<file path="src/rtl/cfvs_pkg.sv">
package cfvs_pkg;

  localparam int unsigned LINE_MAX_DEF = 256;
  localparam int unsigned KEY_MAX_DEF  = 16;
  localparam int unsigned KEY_BYTES    = 16;
  localparam int unsigned KEY_LEN_W    = 5;
  localparam int unsigned CFG_W        = 64;
  localparam int unsigned CFG_IDX_W    = 2;

  localparam logic [7:0] CHAR_NUL   = 8'h00;
  localparam logic [7:0] CHAR_TAB   = 8'h09;
  localparam logic [7:0] CHAR_SPACE = 8'h20;
  localparam logic [7:0] CHAR_EQ    = 8'h3D;

  typedef enum logic [CFG_IDX_W-1:0] {
    CFG_KEY_LO   = 2'd0,
    CFG_KEY_HI   = 2'd1,
    CFG_KEY_LEN  = 2'd2,
    CFG_LINE_PRS = 2'd3
  } cfg_idx_e;

  typedef struct packed {
    logic [7:0] line_char;
    logic       last_char;
  } in_t;

  typedef struct packed {
    logic [7:0] value_char;
    logic       value_char_valid;
    logic       scan_done;
    logic       flag_found;
    logic       value_found;
    logic [7:0] value_length;
  } out_t;

  typedef struct packed {
    logic [CFG_W-1:0]     key_lo;
    logic [CFG_W-1:0]     key_hi;
    logic [KEY_LEN_W-1:0] key_len;
    logic                 line_present;
  } cfg_t;

endpackage

</file>
<file path="src/rtl/cfvs_scan.sv">
module cfvs_scan import cfvs_pkg::*; #(
  parameter int unsigned LINE_MAX = LINE_MAX_DEF,
  parameter int unsigned KEY_MAX  = KEY_MAX_DEF
) (
  input  logic clk_i,
  input  logic rst_ni,
  input  logic accept_i,
  input  in_t  in_i,
  input  cfg_t cfg_i,
  output logic res_valid_o,
  output out_t res_o
);

  localparam int unsigned POS_W  = $clog2(LINE_MAX);
  localparam int unsigned TIDX_W = $clog2(KEY_MAX + 2);
  localparam logic [POS_W-1:0]     POS_LAST = POS_W'(LINE_MAX - 1);
  localparam logic [TIDX_W-1:0]    TIDX_TOP = TIDX_W'(KEY_MAX + 1);
  localparam logic [KEY_LEN_W-1:0] KLEN_MAX = KEY_LEN_W'(KEY_MAX);

  typedef enum logic [2:0] {
    PH_BETWEEN,
    PH_KEYPART,
    PH_REST,
    PH_VALUE,
    PH_ENDED
  } phase_e;

  phase_e              phase_q, phase_d;
  logic [POS_W-1:0]    pos_q, pos_d;
  logic [TIDX_W-1:0]   tidx_q, tidx_d;
  logic                tmis_q, tmis_d;
  logic                vmis_q, vmis_d;
  logic                flag_q, flag_d;
  logic                vseen_q, vseen_d;
  logic [7:0]          vcnt_q, vcnt_d;

  logic [7:0]           c;
  logic                 ws;
  logic                 line_end;
  logic [KEY_LEN_W-1:0] klen;
  logic [2*CFG_W-1:0]   kvec;

  phase_e               tb_phase;
  logic [TIDX_W-1:0]    tb_idx;
  logic                 tb_tmis;
  logic                 tb_vmis;
  logic [KEY_LEN_W-1:0] tb_pos;
  logic [7:0]           kbyte;
  logic                 kmatch;
  logic                 idx_lt;
  logic                 idx_eq;
  logic                 is_eq;
  logic                 start_tok;
  logic                 do_tb;
  logic                 vvalid;
  logic                 flag_out;

  assign c        = in_i.line_char;
  assign ws       = (c == CHAR_SPACE) || (c == CHAR_TAB);
  assign line_end = (c == CHAR_NUL) || !cfg_i.line_present || (pos_q == POS_LAST);
  assign klen     = (cfg_i.key_len > KLEN_MAX) ? KLEN_MAX : cfg_i.key_len;
  assign kvec     = {cfg_i.key_hi, cfg_i.key_lo};

  assign start_tok = (phase_q == PH_BETWEEN);
  assign tb_phase  = start_tok ? PH_KEYPART : phase_q;
  assign tb_idx    = start_tok ? '0 : tidx_q;
  assign tb_tmis   = start_tok ? 1'b0 : tmis_q;
  assign tb_vmis   = start_tok ? vseen_q : vmis_q;

  assign tb_pos = KEY_LEN_W'(tb_idx);
  assign kbyte  = kvec[{tb_pos[3:0], 3'b000} +: 8];
  assign kmatch = (tb_pos < KLEN_MAX) && (tb_pos < KEY_LEN_W'(KEY_BYTES))
                  && (kbyte != CHAR_NUL) && (kbyte != CHAR_SPACE)
                  && (kbyte != CHAR_TAB) && (kbyte == c);
  assign idx_lt = tb_pos < klen;
  assign idx_eq = tb_pos == klen;
  assign is_eq  = c == CHAR_EQ;

  always_comb begin
    phase_d  = phase_q;
    pos_d    = pos_q;
    tidx_d   = tidx_q;
    tmis_d   = tmis_q;
    vmis_d   = vmis_q;
    flag_d   = flag_q;
    vseen_d  = vseen_q;
    vcnt_d   = vcnt_q;
    do_tb    = 1'b0;
    vvalid   = 1'b0;
    flag_out = 1'b0;
    res_o    = '0;

    if (phase_q != PH_ENDED) begin
      if (line_end) begin
        if (phase_q == PH_KEYPART && !tmis_q && KEY_LEN_W'(tidx_q) == klen) begin
          flag_d = 1'b1;
        end
        phase_d = PH_ENDED;
      end else begin
        pos_d = pos_q + 1'b1;
        case (phase_q)
          PH_BETWEEN: begin
            do_tb = !ws;
          end
          PH_KEYPART, PH_REST: begin
            if (ws) begin
              if (phase_q == PH_KEYPART && !tmis_q && KEY_LEN_W'(tidx_q) == klen) begin
                flag_d = 1'b1;
              end
              phase_d = PH_BETWEEN;
            end else begin
              do_tb = 1'b1;
            end
          end
          PH_VALUE: begin
            if (ws) begin
              phase_d = PH_BETWEEN;
            end else begin
              vvalid = 1'b1;
              if (vcnt_q != 8'hFF) begin
                vcnt_d = vcnt_q + 8'd1;
              end
            end
          end
          default: begin
            phase_d = PH_ENDED;
          end
        endcase
      end
    end

    if (do_tb) begin
      phase_d = tb_phase;
      tmis_d  = tb_tmis;
      vmis_d  = tb_vmis | !idx_lt | !kmatch;
      if (tb_phase == PH_KEYPART) begin
        if (is_eq) begin
          if (!tb_tmis && idx_eq) begin
            flag_d = 1'b1;
          end
          phase_d = PH_REST;
        end else if (!idx_lt || !kmatch) begin
          tmis_d = 1'b1;
        end
      end
      if (!tb_vmis && !idx_lt && is_eq) begin
        vseen_d = 1'b1;
        phase_d = PH_VALUE;
      end
      tidx_d = (tb_idx < TIDX_TOP) ? tb_idx + 1'b1 : tb_idx;
    end

    flag_out = flag_d || (phase_d == PH_KEYPART && !tmis_d && KEY_LEN_W'(tidx_d) == klen);

    res_o.value_char       = vvalid ? c : 8'h00;
    res_o.value_char_valid = vvalid;
    res_o.scan_done        = in_i.last_char;
    res_o.flag_found       = in_i.last_char & flag_out;
    res_o.value_found      = in_i.last_char & vseen_d;
    res_o.value_length     = in_i.last_char ? vcnt_d : 8'h00;

    if (in_i.last_char) begin
      phase_d = PH_BETWEEN;
      pos_d   = '0;
      tidx_d  = '0;
      tmis_d  = 1'b0;
      vmis_d  = 1'b0;
      flag_d  = 1'b0;
      vseen_d = 1'b0;
      vcnt_d  = 8'h00;
    end
  end

  assign res_valid_o = accept_i && (vvalid || in_i.last_char);

  always_ff @(posedge clk_i or negedge rst_ni) begin
    if (!rst_ni) begin
      phase_q <= PH_BETWEEN;
      pos_q   <= '0;
      tidx_q  <= '0;
      tmis_q  <= 1'b0;
      vmis_q  <= 1'b0;
      flag_q  <= 1'b0;
      vseen_q <= 1'b0;
      vcnt_q  <= 8'h00;
    end else if (accept_i) begin
      phase_q <= phase_d;
      pos_q   <= pos_d;
      tidx_q  <= tidx_d;
      tmis_q  <= tmis_d;
      vmis_q  <= vmis_d;
      flag_q  <= flag_d;
      vseen_q <= vseen_d;
      vcnt_q  <= vcnt_d;
    end
  end

endmodule

</file>
<file path="src/rtl/cmdline_flag_value_scanner.sv">
// Command line flag and value scanner.
// Input channel (in_valid_i / in_stall_o / in_data_i) carries one line byte per
// request; last_char marks the final byte. The scanner matches each token
// against the configured key and reports both searches in one pass.
// Output channel (out_valid_o / out_stall_i / out_data_o) gives one request for
// every value character and one for the last byte, which carries scan_done,
// flag_found, value_found and value_length. Other bytes give no request.
// Results pass through the output register, and the skid register on a stall.
// Throughput: one byte per cycle unless stalled, set by the scan state update.
// While out_stall_i is high the output register holds its result and one more
// result goes into a skid register; in_stall_o then rises until it drains.
// Configuration (cfg_we_i / cfg_idx_i / cfg_wdata_i) is written only while idle
// by the user; the block does not enforce it. Reset clears the key, key
// length and line-present, restarts the line scan and leaves no request pending.
module cmdline_flag_value_scanner import cfvs_pkg::*; #(
  parameter int unsigned LINE_MAX = LINE_MAX_DEF,
  parameter int unsigned KEY_MAX  = KEY_MAX_DEF
) (
  input  logic                 clk_i,
  input  logic                 rst_ni,
  input  logic                 in_valid_i,
  output logic                 in_stall_o,
  input  in_t                  in_data_i,
  output logic                 out_valid_o,
  input  logic                 out_stall_i,
  output out_t                 out_data_o,
  input  logic                 cfg_we_i,
  input  logic [CFG_IDX_W-1:0] cfg_idx_i,
  input  logic [CFG_W-1:0]     cfg_wdata_i
);

  cfg_t cfg_q, cfg_d;
  logic out_valid_q, out_valid_d;
  logic skid_valid_q, skid_valid_d;
  out_t out_q, out_d;
  out_t skid_q, skid_d;
  logic accept;
  logic res_valid;
  out_t res;

  assign in_stall_o  = skid_valid_q;
  assign accept      = in_valid_i && !skid_valid_q;
  assign out_valid_o = out_valid_q;
  assign out_data_o  = out_q;

  always_comb begin
    cfg_d = cfg_q;
    if (cfg_we_i) begin
      case (cfg_idx_e'(cfg_idx_i))
        CFG_KEY_LO:   cfg_d.key_lo       = cfg_wdata_i;
        CFG_KEY_HI:   cfg_d.key_hi       = cfg_wdata_i;
        CFG_KEY_LEN:  cfg_d.key_len      = cfg_wdata_i[KEY_LEN_W-1:0];
        CFG_LINE_PRS: cfg_d.line_present = cfg_wdata_i[0];
        default:      cfg_d = cfg_q;
      endcase
    end
  end

  cfvs_scan #(
    .LINE_MAX(LINE_MAX),
    .KEY_MAX (KEY_MAX)
  ) u_scan (
    .clk_i      (clk_i),
    .rst_ni     (rst_ni),
    .accept_i   (accept),
    .in_i       (in_data_i),
    .cfg_i      (cfg_q),
    .res_valid_o(res_valid),
    .res_o      (res)
  );

  always_comb begin
    out_valid_d  = out_valid_q;
    skid_valid_d = skid_valid_q;
    out_d        = out_q;
    skid_d       = skid_q;
    if (out_valid_q && out_stall_i) begin
      // hold output, park a new result
      if (res_valid) begin
        skid_valid_d = 1'b1;
        skid_d       = res;
      end
    end else if (skid_valid_q) begin
      out_valid_d  = 1'b1;
      out_d        = skid_q;
      skid_valid_d = 1'b0;
    end else begin
      out_valid_d = res_valid;
      out_d       = res;
    end
  end

  always_ff @(posedge clk_i or negedge rst_ni) begin
    if (!rst_ni) begin
      cfg_q        <= '0;
      out_valid_q  <= 1'b0;
      skid_valid_q <= 1'b0;
    end else begin
      cfg_q        <= cfg_d;
      out_valid_q  <= out_valid_d;
      skid_valid_q <= skid_valid_d;
    end
  end

  always_ff @(posedge clk_i) begin
    out_q  <= out_d;
    skid_q <= skid_d;
  end

endmodule

</file>
<file path="config.mk">
export PLATFORM = sky130hd
export DESIGN_NAME = cmdline_flag_value_scanner
export DESIGN_NICKNAME = d
export VERILOG_FILES = /design/src/rtl/cfvs_pkg.sv /design/src/rtl/cfvs_scan.sv /design/src/rtl/cmdline_flag_value_scanner.sv
export SDC_FILE = /design/constraint.sdc
export NUM_CORES = 1
export LEC_CHECK = 0
export BUFFER_PORTS_ARGS = -buffer_cell sky130_fd_sc_hd__buf_2
export CORE_MARGIN = 2
export CORE_UTILIZATION = 35
export CTS_BUF_LIST = sky130_fd_sc_hd__clkbuf_8
export DETAILED_ROUTE_END_ITERATION = 8
export MAX_ROUTING_LAYER = met4
export PLACE_DENSITY_LB_ADDON = 0.15
export SYNTH_ARGS = -nofsm -noshare
export SYNTH_HDL_FRONTEND = slang
export SYNTH_SLANG_ARGS = --single-unit
export TNS_END_PERCENT = 20
</file>
<file path="constraint.sdc">
create_clock -name clk_i -period 3.8 [get_ports clk_i]
set_input_delay 0.38 -clock clk_i [delete_from_list [all_inputs] [get_ports clk_i]]
set_output_delay 0.38 -clock clk_i [all_outputs]
set_load 0.01 [all_outputs]
</file>
Word level (Yosys, flattened, before mapping)
Index checks and enable logic that the tools add are counted.
{ "word_totals": {"reg_bits": 204, "latchBits": 0, "ram_bits": 0, "romBits": 0, "in_bits": 80, "out_inout_bits": 22, "word_cells": 163, "memories": 0} }
{ "op_classes": {"n_addsub": 3, "mul": 0, "div": 0, "n_lt_le_gt_ge": 4, "eq_ne": 22, "n_shift": 1, "muxes": 59, "bitwise": 4, "reduce_logical": 44} }
{ "op_table": {"columns": ["op", "count"], "rows": [
  ["128-bit by 8-bit indexed part select with 8-bit output", 1],
  ["8-bit two-way mux", 11],
  ["1-bit two-way mux", 31],
  ["3-bit two-way mux", 9],
  ["5-bit two-way mux", 5],
  ["20-bit two-way mux", 1],
  ["8-bit by 1-bit adder with 8-bit output, second input constant", 2],
  ["8-bit by 6-bit == test with 1-bit output, second input constant", 2],
  ["5-bit == test", 3],
  ["1-bit logical AND", 14],
  ["2-bit AND reduction", 6],
  ["5-bit < comparator, second input constant", 2],
  ["3-bit by 1-bit == test with 1-bit output, second input constant", 3],
  ["1-bit zero test", 9],
  ["8-bit by 4-bit == test with 1-bit output, second input constant", 1],
  ["8-bit == test", 1],
  ["8-bit == test, second input constant", 1],
  ["8-bit zero test", 1],
  ["8-bit by 4-bit != test with 1-bit output, second input constant", 1],
  ["8-bit by 6-bit != test with 1-bit output, second input constant", 1],
  ["8-bit != test, second input constant", 1],
  ["8-bit nonzero test", 1],
  ["3-bit by 2-bit == test with 1-bit output, second input constant", 2],
  ["1-bit logical OR", 6],
  ["other kinds (17)", 22]
]} }

Longest topological paths before layout
Gate-level depths: netlist of run 1.
{ "depth": {"depth_word": 20, "ltp_mapped": 13, "ltp_nobuf": 11} }

Modules after synthesis
From an unflattened synthesis of run 1, not the netlist that was laid out.
{ "unflattened": {"hier_cells": 873, "hier_area_um2": 10785.3} }
{ "by_module_without_submodules": {"columns": ["mod", "instances", "cells_per_inst", "area_each_um2", "seq_area_each_um2"], "rows": [
  ["cmdline_flag_value_scanner", 1, 356, 6934.2, 4604.4],
  ["cfvs_scan", 1, 517, 3851.2, 700.7]
]} }

Worst setup path before layout of run 1
OpenSTA, ideal clock, no wires.
{ "synth_timing": {"path_type": "register to register", "start": "register u_scan.pos_q[0]", "end": "register skid_q[0] (netlist bit) (enable)", "setup_time_ns": 0.422, "arrival_time_ns": 2.917, "t_required_ns": 3.378, "setup_slack_ns": 0.460, "stages_incl_launch_ff": 9, "path_buffers": 0, "synth_period_minus_slack_ns": 3.340, "path_cell_list": "dfrtp_1 -> ha_1 -> nand2_1 -> o31ai_1 -> nor3b_1 -> nand3_1 -> inv_2 -> nor2_1 -> nor3_1"} }
{ "synth_rtl": {"columns": ["item", "line_no", "rtl"], "rows": [
  ["start, declared", "cfvs_scan.sv:29", "logic [POS_W-1:0] pos_q, pos_d;"],
  ["start signal, assigned", "cfvs_scan.sv:188", "pos_q <= pos_d;"],
  ["end signal, assigned", "cmdline_flag_value_scanner.sv:107", "skid_q <= skid_d;"],
  ["end, declared", "cmdline_flag_value_scanner.sv:36", "out_t skid_q, skid_d;"]
]} }

Final worst setup path of run 1
{ "layout_timing": {"start": "register u_scan.phase_q[2]", "end": "register u_scan.tmis_q"} }
{ "layout_between": {"elab_chain_cells": 15, "word_cells_on_any_way": 31, "classes_between": "order compare: 2; eq/ne: 7; shift: 1; mux: 11; reduce/logical: 10"} }
{ "layout_rtl": {"columns": ["item", "line_no", "rtl"], "rows": [
  ["start, declared", "cfvs_scan.sv:28", "phase_e phase_q, phase_d;"],
  ["start signal, assigned", "cfvs_scan.sv:187", "phase_q <= phase_d;"],
  ["3-bit zero test", "cfvs_scan.sv:64, cfvs_scan.sv:101", null],
  ["5-bit two-way mux", "cfvs_scan.sv:66", "assign tb_idx = start_tok ? '0 : tidx_q;"],
  ["128-bit by 8-bit indexed part select with 8-bit output", "cfvs_scan.sv:71", "assign kbyte = kvec[{tb_pos[3:0], 3'b000} +: 8];"],
  ["8-bit nonzero test", "cfvs_scan.sv:73", "&& (kbyte != CHAR_NUL) && (kbyte != CHAR_SPACE)"],
  ["1-bit logical AND (2 in series)", "cfvs_scan.sv:73", null],
  ["1-bit logical AND (2 in series)", "cfvs_scan.sv:74", "&& (kbyte != CHAR_TAB) && (kbyte == c);"],
  ["1-bit zero test", "cfvs_scan.sv:142", "end else if (!idx_lt || !kmatch) begin"],
  ["1-bit logical OR", "cfvs_scan.sv:142", null],
  ["1-bit two-way mux", "cfvs_scan.sv:142", null],
  ["1-bit two-way mux", "cfvs_scan.sv:137", "if (is_eq) begin"],
  ["1-bit two-way mux", "cfvs_scan.sv:136", "if (tb_phase == PH_KEYPART) begin"],
  ["1-bit two-way mux (*)", "cfvs_scan.sv:132", "if (do_tb) begin"],
  ["1-bit two-way mux (*)", "cfvs_scan.sv:162", "if (in_i.last_char) begin"],
  ["end signal, assigned", "cfvs_scan.sv:190", "tmis_q <= tmis_d;"],
  ["end, declared", "cfvs_scan.sv:31", "logic tmis_q, tmis_d;"]
]} }
Every way passes the cells marked *; elsewhere a longest branch is shown, timed or not.
A chain may end at the register's enable or synchronous reset.

==> results of run 1 <==
## what timing repair did
action / CTS / global route
buffers inserted: 0 / 0
hold endpoints to repair: 54 / 0
gates resized for setup: 0 / 0
hold buffers: 1 / 0
## power groups by stage
| stage | Clock (uW) | Combinational [uW] | Sequential, uW |
|---|---|---|---|
| global placement | 0 | 1450 | 2910 |
| global route | 2060 | 1610 | 2900 |
| detailed placement | 0 | 1460 | 2900 |
| finish | 1890 | 1470 | 2860 |
| floorplan | 0 | 1080 | 2730 |
| CTS | 1970 | 1470 | 2870 |
## cell type report
cell class                 count  share of cell area (%)
sequential                   204                    43.9
multi-input combinational    614                    39.3
timing repair buffer         133                    6.75
clock buffer                  42                    4.78
tap                          390                    4.03
clock inverter                21                   0.724
inverter                      16                   0.517
## sequential cells by signal (all words and copies together), names as in the netlist
| signal | cells |
|---|---|
| u_scan.phase_q | 3 |
| cfg_q | 134 |
| u_scan.vseen_q | 1 |
| u_scan.tidx_q | 5 |
| u_scan.vcnt_q | 8 |
| u_scan.vmis_q | 1 |
| u_scan.tmis_q | 1 |
| in_stall_o | 1 |
| out_data_o | 20 |
| out_valid_o | 1 |
| u_scan.flag_q | 1 |
| skid_q | 20 |
| u_scan.pos_q | 8 |
## synth_stat cells, types with 7 or more instances
cell | instances | area, um^2
dfrtp_1 | 164 | 4100
mux2_2 | 149 | 1680
nor2_1 | 59 | 221
nand2_1 | 56 | 210
edfxtp_1 | 40 | 1200
clkbuf_1 | 38 | 143
a21oi_1 | 35 | 175
o21ai_0 | 26 | 130
o31ai_1 | 19 | 143
xnor2_1 | 18 | 158
buf_2 | 17 | 85.1
nor3_1 | 17 | 85.1
mux2i_1 | 16 | 160
nand3_1 | 15 | 75.1
and2_1 | 14 | 87.6
xor2_1 | 12 | 105
inv_1 | 11 | 41.3
nand2b_1 | 9 | 56.3
a31oi_1 | 8 | 50.1
ha_1 | 8 | 100
nor2b_1 | 8 | 50.1
a211oi_1 | 7 | 52.6
mux2_1 | 7 | 78.8
nand4_1 | 7 | 43.8
nor4_1 | 7 | 43.8
o211ai_1 | 7 | 52.6
o221ai_1 | 7 | 61.3
## through the flow
step                      setup slack [ps]  hold WS (ps)
after floorplan                        460          84.4
after global placement                 312           388
after global routing                  96.8          78.8
after CTS                              247          67.4
after detailed placement               254           384
final                                  207          89.9
## critical path, delay by kind of cell (launching register included)
family          cells  cell delay, ps
compound gates      5            1680
simple gates        3             910
flops               1             590
xor+xnor            1             170
buf+inv             1             130
## cell families (layout without fill, tap and decap cells)
family | after synthesis | count (layout) | synth area share, %
mux | 175 | 175 | 19.1
fa+ha+maj | 8 | 8 | 0.963
buf+inv | 77 | 212 | 3.26
compound gates | 175 | 175 | 12.0
flops | 204 | 204 | 51.1
xor+xnor | 30 | 30 | 2.53
simple gates | 226 | 226 | 11.0
## worst max-delay path by stage
stage,start,cells past startpoint,to
3_3_place_gp,u_scan.phase_q[2]$_DFFE_PN0P_,10,u_scan.tmis_q$_DFFE_PN0P_
3_5_place_dp,u_scan.phase_q[2]$_DFFE_PN0P_,10,u_scan.tmis_q$_DFFE_PN0P_
4_1_cts,u_scan.phase_q[2]$_DFFE_PN0P_,10,u_scan.tmis_q$_DFFE_PN0P_
6_report,u_scan.phase_q[2]$_DFFE_PN0P_,10,u_scan.tmis_q$_DFFE_PN0P_
5_1_grt,u_scan.phase_q[2]$_DFFE_PN0P_,10,u_scan.tmis_q$_DFFE_PN0P_
2_1_floorplan,u_scan.pos_q[0]$_DFFE_PN0P_,8,skid_q[0]$_DFFE_PP_
## per-layer routing
| metal | GRT usage, % | wire length [um] | up-vias |
|---|---|---|---|
| met5 | - | 0 | - |
| met4 | 6.71 | 824 | 0 |
| met3 | 3.29 | 1380 | 61 |
| met2 | 28.9 | 12700 | 218 |
| met1 | 27.1 | 13900 | 3773 |
| li1 | - | - | 3541 |
==> run summary, run 1 <==
status = finished, final reports clean
maximum vdd ir drop = 0.000242 V
port buffer count = 101
via count = 7593
Yosys reg bits = 204
most frequent cells in the layout = dfrtp_1 (162), mux2_2 (149), buf_2 (100), nor2_1 (59), nand2_1 (56)
hold path depth = 2
commonest non-fill, non-tap cell in the layout = dfrtp_1
dominant synthesized flop cell = dfrtp_1
Setup CP Type = flip-flop to flip-flop
power density over cell area = 514 nW/um^2
routability cong. = 0.922
Post-DP Area = 11400 um^2
fraction of layout cells with a size suffix above 1 = 33.6%
number of distinct library cells after synthesis = 79
min cycle time layout = 3590 ps
Seq pwr share = 46.0%
Initial Util = 35.3%
post-DR wirelength/cell = 20.3 um
Via density = 5.35
area grow syn2layout = 16.4%
CTS clock-pin slew for the worst setup and hold paths = 70 ps
Final Util = 41.1%
Reg2Reg Depth = 10
Syn Nets = 983
Gate Count Post-Synth = 895
Worst Hold Class = primary input to flip-flop
sequential share of the synthesized area = 51.1%
Reg2Reg Setup Slack = 210 ps
Diodes inserted = 0
gr usage total = 19.5%
syn_area_per_cell = 11.6 um^2
RSZ-0062 raised after global routing = no
Synth Cell Area = 10400 um^2
Die Ht = 176 um
TritonCTS Buffers = 37
fin nets = 1094
Slew @ Worst Pin = 981 ps
CTS tree = yes
switching pwr = 1970 uW
Worst setup SP type = flip-flop
achievable clock frequency = 278 MHz
first-pass GRT wire length = 45.2 mm
Lkg Pwr = 0.00508 uW
Fin Setup TNS = 0 ps
Cell Int Power = 4250 uW
Hold Violations, Final = 0
Slowest cell on crit path = o31ai_4
switching part of the total power = 31.6%
asr flop ratio synth = 80.4%
largest net degree at the start of global routing = 69
GR Overflow Total = 0
DP Cell Count = 1356
clk root buf = clkbuf_8
core area = 29400 um^2
die area = 31100 um^2
max-cap viol count = 0
Total Wirelength = 28.8 mm
Reg2Reg Launch Point = u_scan.phase_q[2]$_DFFE_PN0P_
area of the multi-input gates = 4760 um^2
Clock Power Share = 30.4%
number of flops mapped to enable cells by yosys = 40
drt pass-1 iters = 5
Fill cells = 2898
vias in the first global route = 7636
latest clock arrival within the worst-skew pair = 540 ps
final setup fails = 0
R2R Path End = u_scan.tmis_q$_DFFE_PN0P_
initial DRC count = 409
Die W = 176 um
Critical Path Fanout Max = 16
H-tree depth = 2
CP Cell Sequence = o31ai_4, inv_4, and4b_1, a2111o_1, o22ai_2, xor2_1, o2111ai_1, nor4_2, nor2_1, a221o_1
Register Area = 5310 um^2
# clock sinks = 204
Worst Path Arrival = 4010 ps
# IOs = 102
crit share post-route = 94.5%
WP data required = 4220 ps
crit-path max cell delay = 600 ps
row cnt = 63
worst relative slew slack = 34.4%
Overall Power = 6220 uW
Comb power frac = 23.6%
Final ANT Viol Nets = 0
Worst setup EP type = flip-flop
worst hold endpoint = cfg_q[11]$_DFFE_PN0P_
initial antenna violation count = 0
Layout Cells excl Fill = 1420
Clock Path Buffers = 3
Warnings, synthesis = 0
Clock Skew = 33.6 ps
DRC viols = 0
final slew viol count = 0
dpl hpwl = 21.0 mm
hold_sp = cfg_wdata_i[5]
Final Instance Area = 12100 um^2
No activity file was read; power rests on OpenSTA's default activity.
==> run 2: changes to the inputs <==
--- a/config.mk
+++ b/config.mk
@@ -11,8 +11,9 @@
 export CTS_BUF_LIST = sky130_fd_sc_hd__clkbuf_8
 export DETAILED_ROUTE_END_ITERATION = 8
 export MAX_ROUTING_LAYER = met4
-export PLACE_DENSITY_LB_ADDON = 0.15
+export PLACE_DENSITY = 0.6
 export SYNTH_ARGS = -nofsm -noshare
 export SYNTH_HDL_FRONTEND = slang
+export SYNTH_HIERARCHICAL = 1
 export SYNTH_SLANG_ARGS = --single-unit
 export TNS_END_PERCENT = 20
==> run 2 against run 1 <==
Worst hold slack got worse by 8.4 ps. Routed wire length down 0.37%. Sequential power decreased by 2%. Register-to-register slack lost 50 ps. Combinational power about the same. Critical endpoint is now u_scan/tmis_q$_DFFE_PN0P_.
==> run summary, run 2 <==
crit share post-route = 95.8% (+1.3 points)
largest net degree at the start of global routing = 100 (+45%)
Synth top area share = 38.1% (-1.4 points)
Final ANT Viol Nets = 0 (unchanged)
clk root buf = clkbuf_8
final worst setup slack = 159 ps (-48.1 ps)
Synth top cells by count = dfrtp_1 (164), mux2_2 (92), mux2_4 (70)
Worst setup SP type = flip-flop
via count = 7790 (+2.6%)
commonest non-fill, non-tap cell in the layout = dfrtp_1
syn_area_per_cell = 12.4 um^2 (+6.4%)
Setup CP Type = flip-flop to flip-flop
Overall Power = 6490 uW (+4.3%)
CTS tree = yes
CTS clock-pin slew for the worst setup and hold paths = 60 ps (about the same)
initial antenna violation count = 1 (+1)
WP data required = 4220 ps (about the same)
hold path depth = 2 (unchanged)
Yosys reg bits = 204 (unchanged)
Reg2Reg Depth = 13 (+3)
H-tree depth = 2 (unchanged)
vias in the first global route = 7827 (+2.5%)
Critical Path Fanout Max = 3 (-13)
power density over cell area = 507 nW/um^2 (-1.5%)
first-pass GRT wire length = 45.9 mm (+1.7%)
Syn Nets = 961 (-2.2%)
Via density = 5.38 (+0.68%)
row cnt = 64 (+1.6%)
Worst Hold Class = primary input to flip-flop
dominant synthesized flop cell = dfrtp_1
# IOs = 102 (unchanged)
Die Ht = 180 um (+1.8%)
number of flops mapped to enable cells by yosys = 40 (unchanged)
Reg2Reg Launch Point = u_scan/phase_q[2]$_DFFE_PN0P_
port buffer count = 101 (unchanged)
initial DRC count = 578 (+41%)
maximum vdd ir drop = 0.000299 V (+23%)
Clock Skew = 32.1 ps (-1.47 ps)
final slew viol count = 0 (unchanged)
DP Worst Slack = -3.02 ps (-257 ps)
Die W = 180 um (+1.8%)
status = finished, final reports clean
Post-DP Area = 11900 um^2 (+4.6%)
gr usage total = 18.3% (-1.2 points)
Lkg Pwr = 0.00557 uW (+9.6%)
area grow syn2layout = 18.7%
Final Instance Area = 12800 um^2 (+5.9%)
most frequent cells in the layout = dfrtp_1 (162), buf_2 (100), mux2_2 (92), mux2_4 (70), buf_4 (54)
post-DR wirelength/cell = 19.8 um (-2.2%)
Register Area = 5310 um^2 (unchanged)
RSZ-0062 raised after global routing = no
leading post-synthesis cells by cell area = dfrtp_1 (38%), edfxtp_1 (11%), mux2_4 (9.7%), mux2_2 (9.6%), buf_12 (2.2%)
number of distinct library cells after synthesis = 79 (unchanged)
post-CTS setup buffers = 0 (unchanged)
latest clock arrival within the worst-skew pair = 560 ps (+20 ps)
max-cap viol count = 0 (unchanged)
area leader, netlist = dfrtp_1
Slew @ Worst Pin = 927 ps (-54.3 ps)
Final Util = 42.1% (+0.95 points)
Critical Path Start = u_scan/phase_q[2]$_DFFE_PN0P_
Clock Path Buffers = 3 (unchanged)
core area = 30400 um^2 (+3.5%)
met1 usage = 26.6% (-0.57 points)
Hold Violations, Final = 0 (unchanged)
achievable clock frequency = 275 MHz (-1.3%)
DP Cell Count = 1378 (+1.6%)
grt peak-use layer = met1
asr flop ratio synth = 80.4% (unchanged)
Layout Cells excl Fill = 1447 (+1.9%)
GR Overflow Total = 0 (unchanged)
DRC viols = 0 (unchanged)
worst relative slew slack = 38.2% (+3.8 points)
sequential share of the synthesized area = 49.2% (-1.9 points)
die area = 32200 um^2 (+3.7%)
routability cong. = 0.947 (+2.8%)
area of the multi-input gates = 5010 um^2 (+5.4%)
Gate Count Post-Synth = 873 (-2.5%)
fraction of layout cells with a size suffix above 1 = 39.3% (+5.7 points)
hold_sp = cfg_wdata_i[51]
Total Wirelength = 28.7 mm (-0.37%)
Worst setup EP type = flip-flop
# clock sinks = 204 (unchanged)
Initial Util = 35.4% (+0.11 points)
count leader, synth = dfrtp_1
Reg with most FFs = cfg_q
Warnings, synthesis = 6 (+6)
final setup fails = 0 (unchanged)
max FFs per register = 134 (unchanged)
dpl hpwl = 20.5 mm (-2.5%)
fin nets = 1110 (+1.5%)
GR met2 Demand/Resource = 26.0% (-2.9 points)
Synth Cell Area = 10800 um^2 (+3.8%)
Reg2Reg Setup Slack = 160 ps (-50 ps)
drt pass-1 iters = 5 (unchanged)
TritonCTS Buffers = 37 (unchanged)
met3 Use GR = 3.22% (-0.073 points)
Worst Path Arrival = 4060 ps (+50 ps)
min cycle time layout = 3640 ps (+48.1 ps)
Fill cells = 2927 (+1.0%)
[run 2: final timing paths]
| path | endpoint |
|---|---|
| max in group asynchronous | u_scan/phase_q[0]$_DFFE_PN0P_ |
| hold reg to reg | u_scan/flag_q$_DFFE_PN0P_ |
| min in group asynchronous | cfg_q[31]$_DFFE_PN0P_ |
| setup reg to reg | u_scan/tmis_q$_DFFE_PN0P_ |
| setup / recovery | u_scan/tmis_q$_DFFE_PN0P_ |
| hold / removal | cfg_q[121]$_DFFE_PN0P_ |
[run 2: area by class of cell]
| type | count | share of cell area (%) |
|---|---|---|
| inverters | 20 | 0.586 |
| repair buffers | 167 | 8.82 |
| clock buffers | 46 | 4.94 |
| diodes | 1 | 0.0195 |
| clock inverters | 21 | 1.16 |
| multi-input cells | 592 | 39.2 |
| well taps | 396 | 3.87 |
| flip-flops and latches | 204 | 41.4 |
[run 2: critical path, stage by stage (launching register included)]
cell	delay, ps
dfrtp_1	420
or3_4	410
nand2_2	90
inv_1	50
ha_1	300
a21o_1	160
a21oi_1	150
o21ai_1	100
or4b_1	470
or4_4	540
a2111oi_4	350
buf_4	170
nor3_1	50
a211o_1	260
[run 2: repair_timing]
item | CTS | global route
endpoints found under the hold margin | 29 | 0
endpoints found under the setup margin | 2 | 4
pin swaps | 0 | 2
hold buffers | 1 | 0
gates resized for setup | 2 | 12
[run 2: per-stage QoR]
stage / hold WS [ps] / setup TNS [ps]
2_1_floorplan: 84.4 / 0
3_3_place_gp: 477 / 0
3_5_place_dp: 477 / -3.02
4_1_cts: 62.2 / 0
5_1_grt: 67.9 / 0
6_report: 81.5 / 0
[run 2: power breakdown]
| part | switching (uW) | internal, uW | total (uW) |
|---|---|---|---|
| Clock | 957 | 1230 | 2190 |
| Combinational | 743 | 754 | 1500 |
| Sequential | 233 | 2570 | 2800 |
[run 2: cell families after synthesis]
kind of cell               after synthesis  share of synthesized area [%]
AOI/OAI and AO/OA                      188                           12.2
xor gates and xnor gates                21                           1.71
adders and majority gates                8                          0.928
buffers and inverters                   77                           4.95
DFF                                    204                           49.2
muxes                                  180                           21.6
and+or+nand+nor                        195                           9.44
[run 2: per-layer routing]
metal  wire, um  part of all wire, %
met5          0                    0
met4        742                  2.6
met3       1520                  5.3
met2      12600                   44
met1      13900                   48
==> run 3: changes to the inputs <==
--- a/config.mk
+++ b/config.mk
@@ -8,7 +8,7 @@
 export BUFFER_PORTS_ARGS = -buffer_cell sky130_fd_sc_hd__buf_2
 export CORE_MARGIN = 2
 export CORE_UTILIZATION = 35
-export CTS_BUF_LIST = sky130_fd_sc_hd__clkbuf_8
+export CTS_BUF_LIST = sky130_fd_sc_hd__clkbuf_4 sky130_fd_sc_hd__clkbuf_8 sky130_fd_sc_hd__clkbuf_16
 export DETAILED_ROUTE_END_ITERATION = 8
 export MAX_ROUTING_LAYER = met4
 export PLACE_DENSITY = 0.6
==> run 3 against run 2 <==
The flow now finishes with violations (hold timing). Worst hold slack got worse by 110 ps. Via count fell by 2.0%. Clock power fell by 2%. Count of clock-buffer cells in the layout fell by 16. Cell count fell by 2.1%. Total power fell by 0.81%. Utilization fell by 0.25 points. Sequential power barely moved. Flip-flop and latch count did not move. Critical path depth did not move. Sequential share of layout area rose by 0.24 points. Routed wire length fell by 0.56%. Critical path type unchanged. Highest routed layer unchanged.
==> run summary, run 3 (same netlist as run 2, synthesis figures left out) <==
Reg2Reg Launch Point = u_scan/phase_q[1]$_DFFE_PN0P_
Clock Skew = 7.96 ps (-24.2 ps)
Reg2Reg Setup Slack = 150 ps (about the same)
Worst setup EP type = flip-flop
Hold Violations, Final = 14 (+14)
area of the multi-input gates = 5010 um^2 (unchanged)
Slew @ Worst Pin = 945 ps (+18.4 ps)
CTS tree = yes
Worst setup SP type = flip-flop
Final ANT Viol Nets = 0 (unchanged)
Worst Hold Class = primary input to asynchronous set/reset pin
max-cap viol count = 0 (unchanged)
achievable clock frequency = 274 MHz (-0.26%)
crit share post-route = 96.1% (+0.25 points)
port buffer count = 101 (unchanged)
H-tree depth = 1 (-1)
R2R Path End = u_scan/tmis_q$_DFFE_PN0P_
drt pass-1 iters = 5 (unchanged)
cts hold-fix bufs = 0 (-1)
# clock sinks = 204 (unchanged)
DP Worst Slack = -3.02 ps (unchanged)
Via density = 5.39 (+0.17%)
switching pwr = 1850 uW (-4.2%)
max FFs per register = 134 (unchanged)
Clock Path Buffers = 3 (unchanged)
fraction of layout cells with a size suffix above 1 = 38.7% (-0.67 points)
Slowest cell on crit path = or4_4
crit-path max cell delay = 540 ps (about the same)
CP Cell Sequence = or3_4, nand2_2, inv_1, ha_1, a21o_1, a21oi_1, o21ai_1, or4b_1, or4_4, a2111oi_4, buf_4, nor3_1, a211o_1
Overall Power = 6440 uW (-0.81%)
switching part of the total power = 28.8% (-1.0 points)
Initial Util = 35.4% (unchanged)
status = complete, but fails checks
Post-DP Area = 11900 um^2 (unchanged)
Lkg Pwr = 0.00547 uW (-1.8%)
Comb power frac = 23.3% (+0.2 points)
largest net degree at the start of global routing = 100 (unchanged)
dpl hpwl = 20.5 mm (unchanged)
final slew viol count = 0 (unchanged)
area grow syn2layout = 18.1%
final worst setup slack = 150 ps (-9.32 ps)
vias in the first global route = 7646 (-2.3%)
CTS clock-pin slew for the worst setup and hold paths = 60 ps (about the same)
initial antenna violation count = 1 (unchanged)
Reg2Reg Depth = 13 (unchanged)
Clock Power Share = 33.2% (-0.6 points)
gr usage total = 18.1% (-0.25 points)
first-pass GRT wire length = 45.4 mm (-1.2%)
core area = 30400 um^2 (unchanged)
power density over cell area = 506 nW/um^2 (-0.23%)
Setup CP Type = flip-flop to flip-flop
initial DRC count = 538 (-6.9%)
Register Area = 5310 um^2 (unchanged)
commonest non-fill, non-tap cell in the layout = dfrtp_1
TritonCTS Buffers = 23 (-38%)
Die W = 180 um (unchanged)
Fill cells = 2909 (-0.61%)
Critical Path Fanout Max = 3 (unchanged)
via count = 7636 (-2.0%)
post-DR wirelength/cell = 20.2 um (+1.6%)
Worst Path Arrival = 4050 ps (about the same)
DRC viols = 0 (unchanged)
Reg with most FFs = cfg_q
latest clock arrival within the worst-skew pair = 510 ps (-50 ps)
RSZ-0062 raised after global routing = no
fin nets = 1095 (-1.4%)
GR Overflow Total = 0 (unchanged)
WP data required = 4200 ps (-20 ps)
final setup fails = 0 (unchanged)
most frequent cells in the layout = dfrtp_1 (162), buf_2 (100), mux2_2 (92), mux2_4 (70), buf_4 (54)
# IOs = 102 (unchanged)
row cnt = 64 (unchanged)
maximum vdd ir drop = 0.000421 V (+41%)
Seq pwr share = 43.5% (+0.3 points)
Total Wirelength = 28.6 mm (-0.56%)
failing checks = hold timing
clk root buf = clkbuf_16
routability cong. = 0.947 (unchanged)
worst relative slew slack = 37.0% (-1.2 points)
Final Instance Area = 12700 um^2 (-0.59%)
hold_ws = -27.8 ps (-109 ps)
Die Ht = 180 um (unchanged)
die area = 32200 um^2 (unchanged)
Cell Int Power = 4590 uW (+0.62%)
min cycle time layout = 3650 ps (+9.32 ps)
## run 3: changes by cell type in the layout (fill, tap and decap cells not counted)
cell / before / now
clkbuf_16: 0 / 23
clkinv_1: 1 / 3
clkinv_2: 3 / 2
inv_6: 2 / 0
clkbuf_4: 0 / 3
dlygate4sd3_1: 1 / 0
bufinv_16: 2 / 1
clkinv_4: 0 / 1
inv_1: 30 / 17
clkbuf_8: 46 / 4
## run 3: critical path, delay by kind of cell, from the launching register on
kind / cells / cell delay, ps
and+or+nand+nor: 5 / 1580
AOI/OAI and AO/OA: 5 / 1020
DFF: 1 / 410
adders and majority gates: 1 / 300
buffers and inverters: 2 / 220
## run 3: cell type report
type,instances,share of cell area [%]
clock inverters,7,0.501
clock buffers,30,5.13
diodes,1,0.0197
repair buffers,166,8.80
flip-flops and latches,204,41.7
inverters,20,0.590
well taps,396,3.89
multi-input cells,592,39.4
## run 3: how the worst max path moves through the flow
stage | start | cells past startpoint | slack, ps | endpoint
after detailed placement | u_scan/pos_q[0]$_DFFE_PN0P_ | 11 | -3 | out_data_o[5]$_DFFE_PN_
final | u_scan/phase_q[1]$_DFFE_PN0P_ | 13 | 150 | u_scan/tmis_q$_DFFE_PN0P_
after CTS | u_scan/phase_q[1]$_DFFE_PN0P_ | 13 | 2 | out_data_o[9]$_DFFE_PN_
after floorplan | u_scan/phase_q[1]$_DFFE_PN0P_ | 13 | 40 | out_data_o[9]$_DFFE_PN_
after global routing | u_scan/phase_q[1]$_DFFE_PN0P_ | 12 | 7 | u_scan/tmis_q$_DFFE_PN0P_
after global placement | u_scan/phase_q[1]$_DFFE_PN0P_ | 13 | 40 | out_data_o[9]$_DFFE_PN_
## run 3: power groups by stage
stage	combinational (uW)	sequential, uW	clock, uW
global route	1620	2840	2280
detailed placement	1460	2840	0
finish	1500	2800	2140
CTS	1480	2800	2190
global placement	1450	2830	0
floorplan	981	2760	0
## run 3: timing repair
item,CTS,global route
buffers inserted,0,0
pin swaps,0,2
resized for setup,2,12
setup endpoints to repair,2,5
## run 3: metal layers
layer	global-route usage [%]	wire, um
met1	26.3	13800
met2	26.0	12500
met3	2.63	1430
met4	5.20	815
met5	-	0
## run 3: stage by stage
step	cells	util [%]	TNS, ps
after floorplan	873	-	0
after global placement	1378	39.3	0
after detailed placement	1378	39.3	-3.02
after CTS	1415	41.7	0
after global routing	1416	41.8	0
final	1416	41.8	0
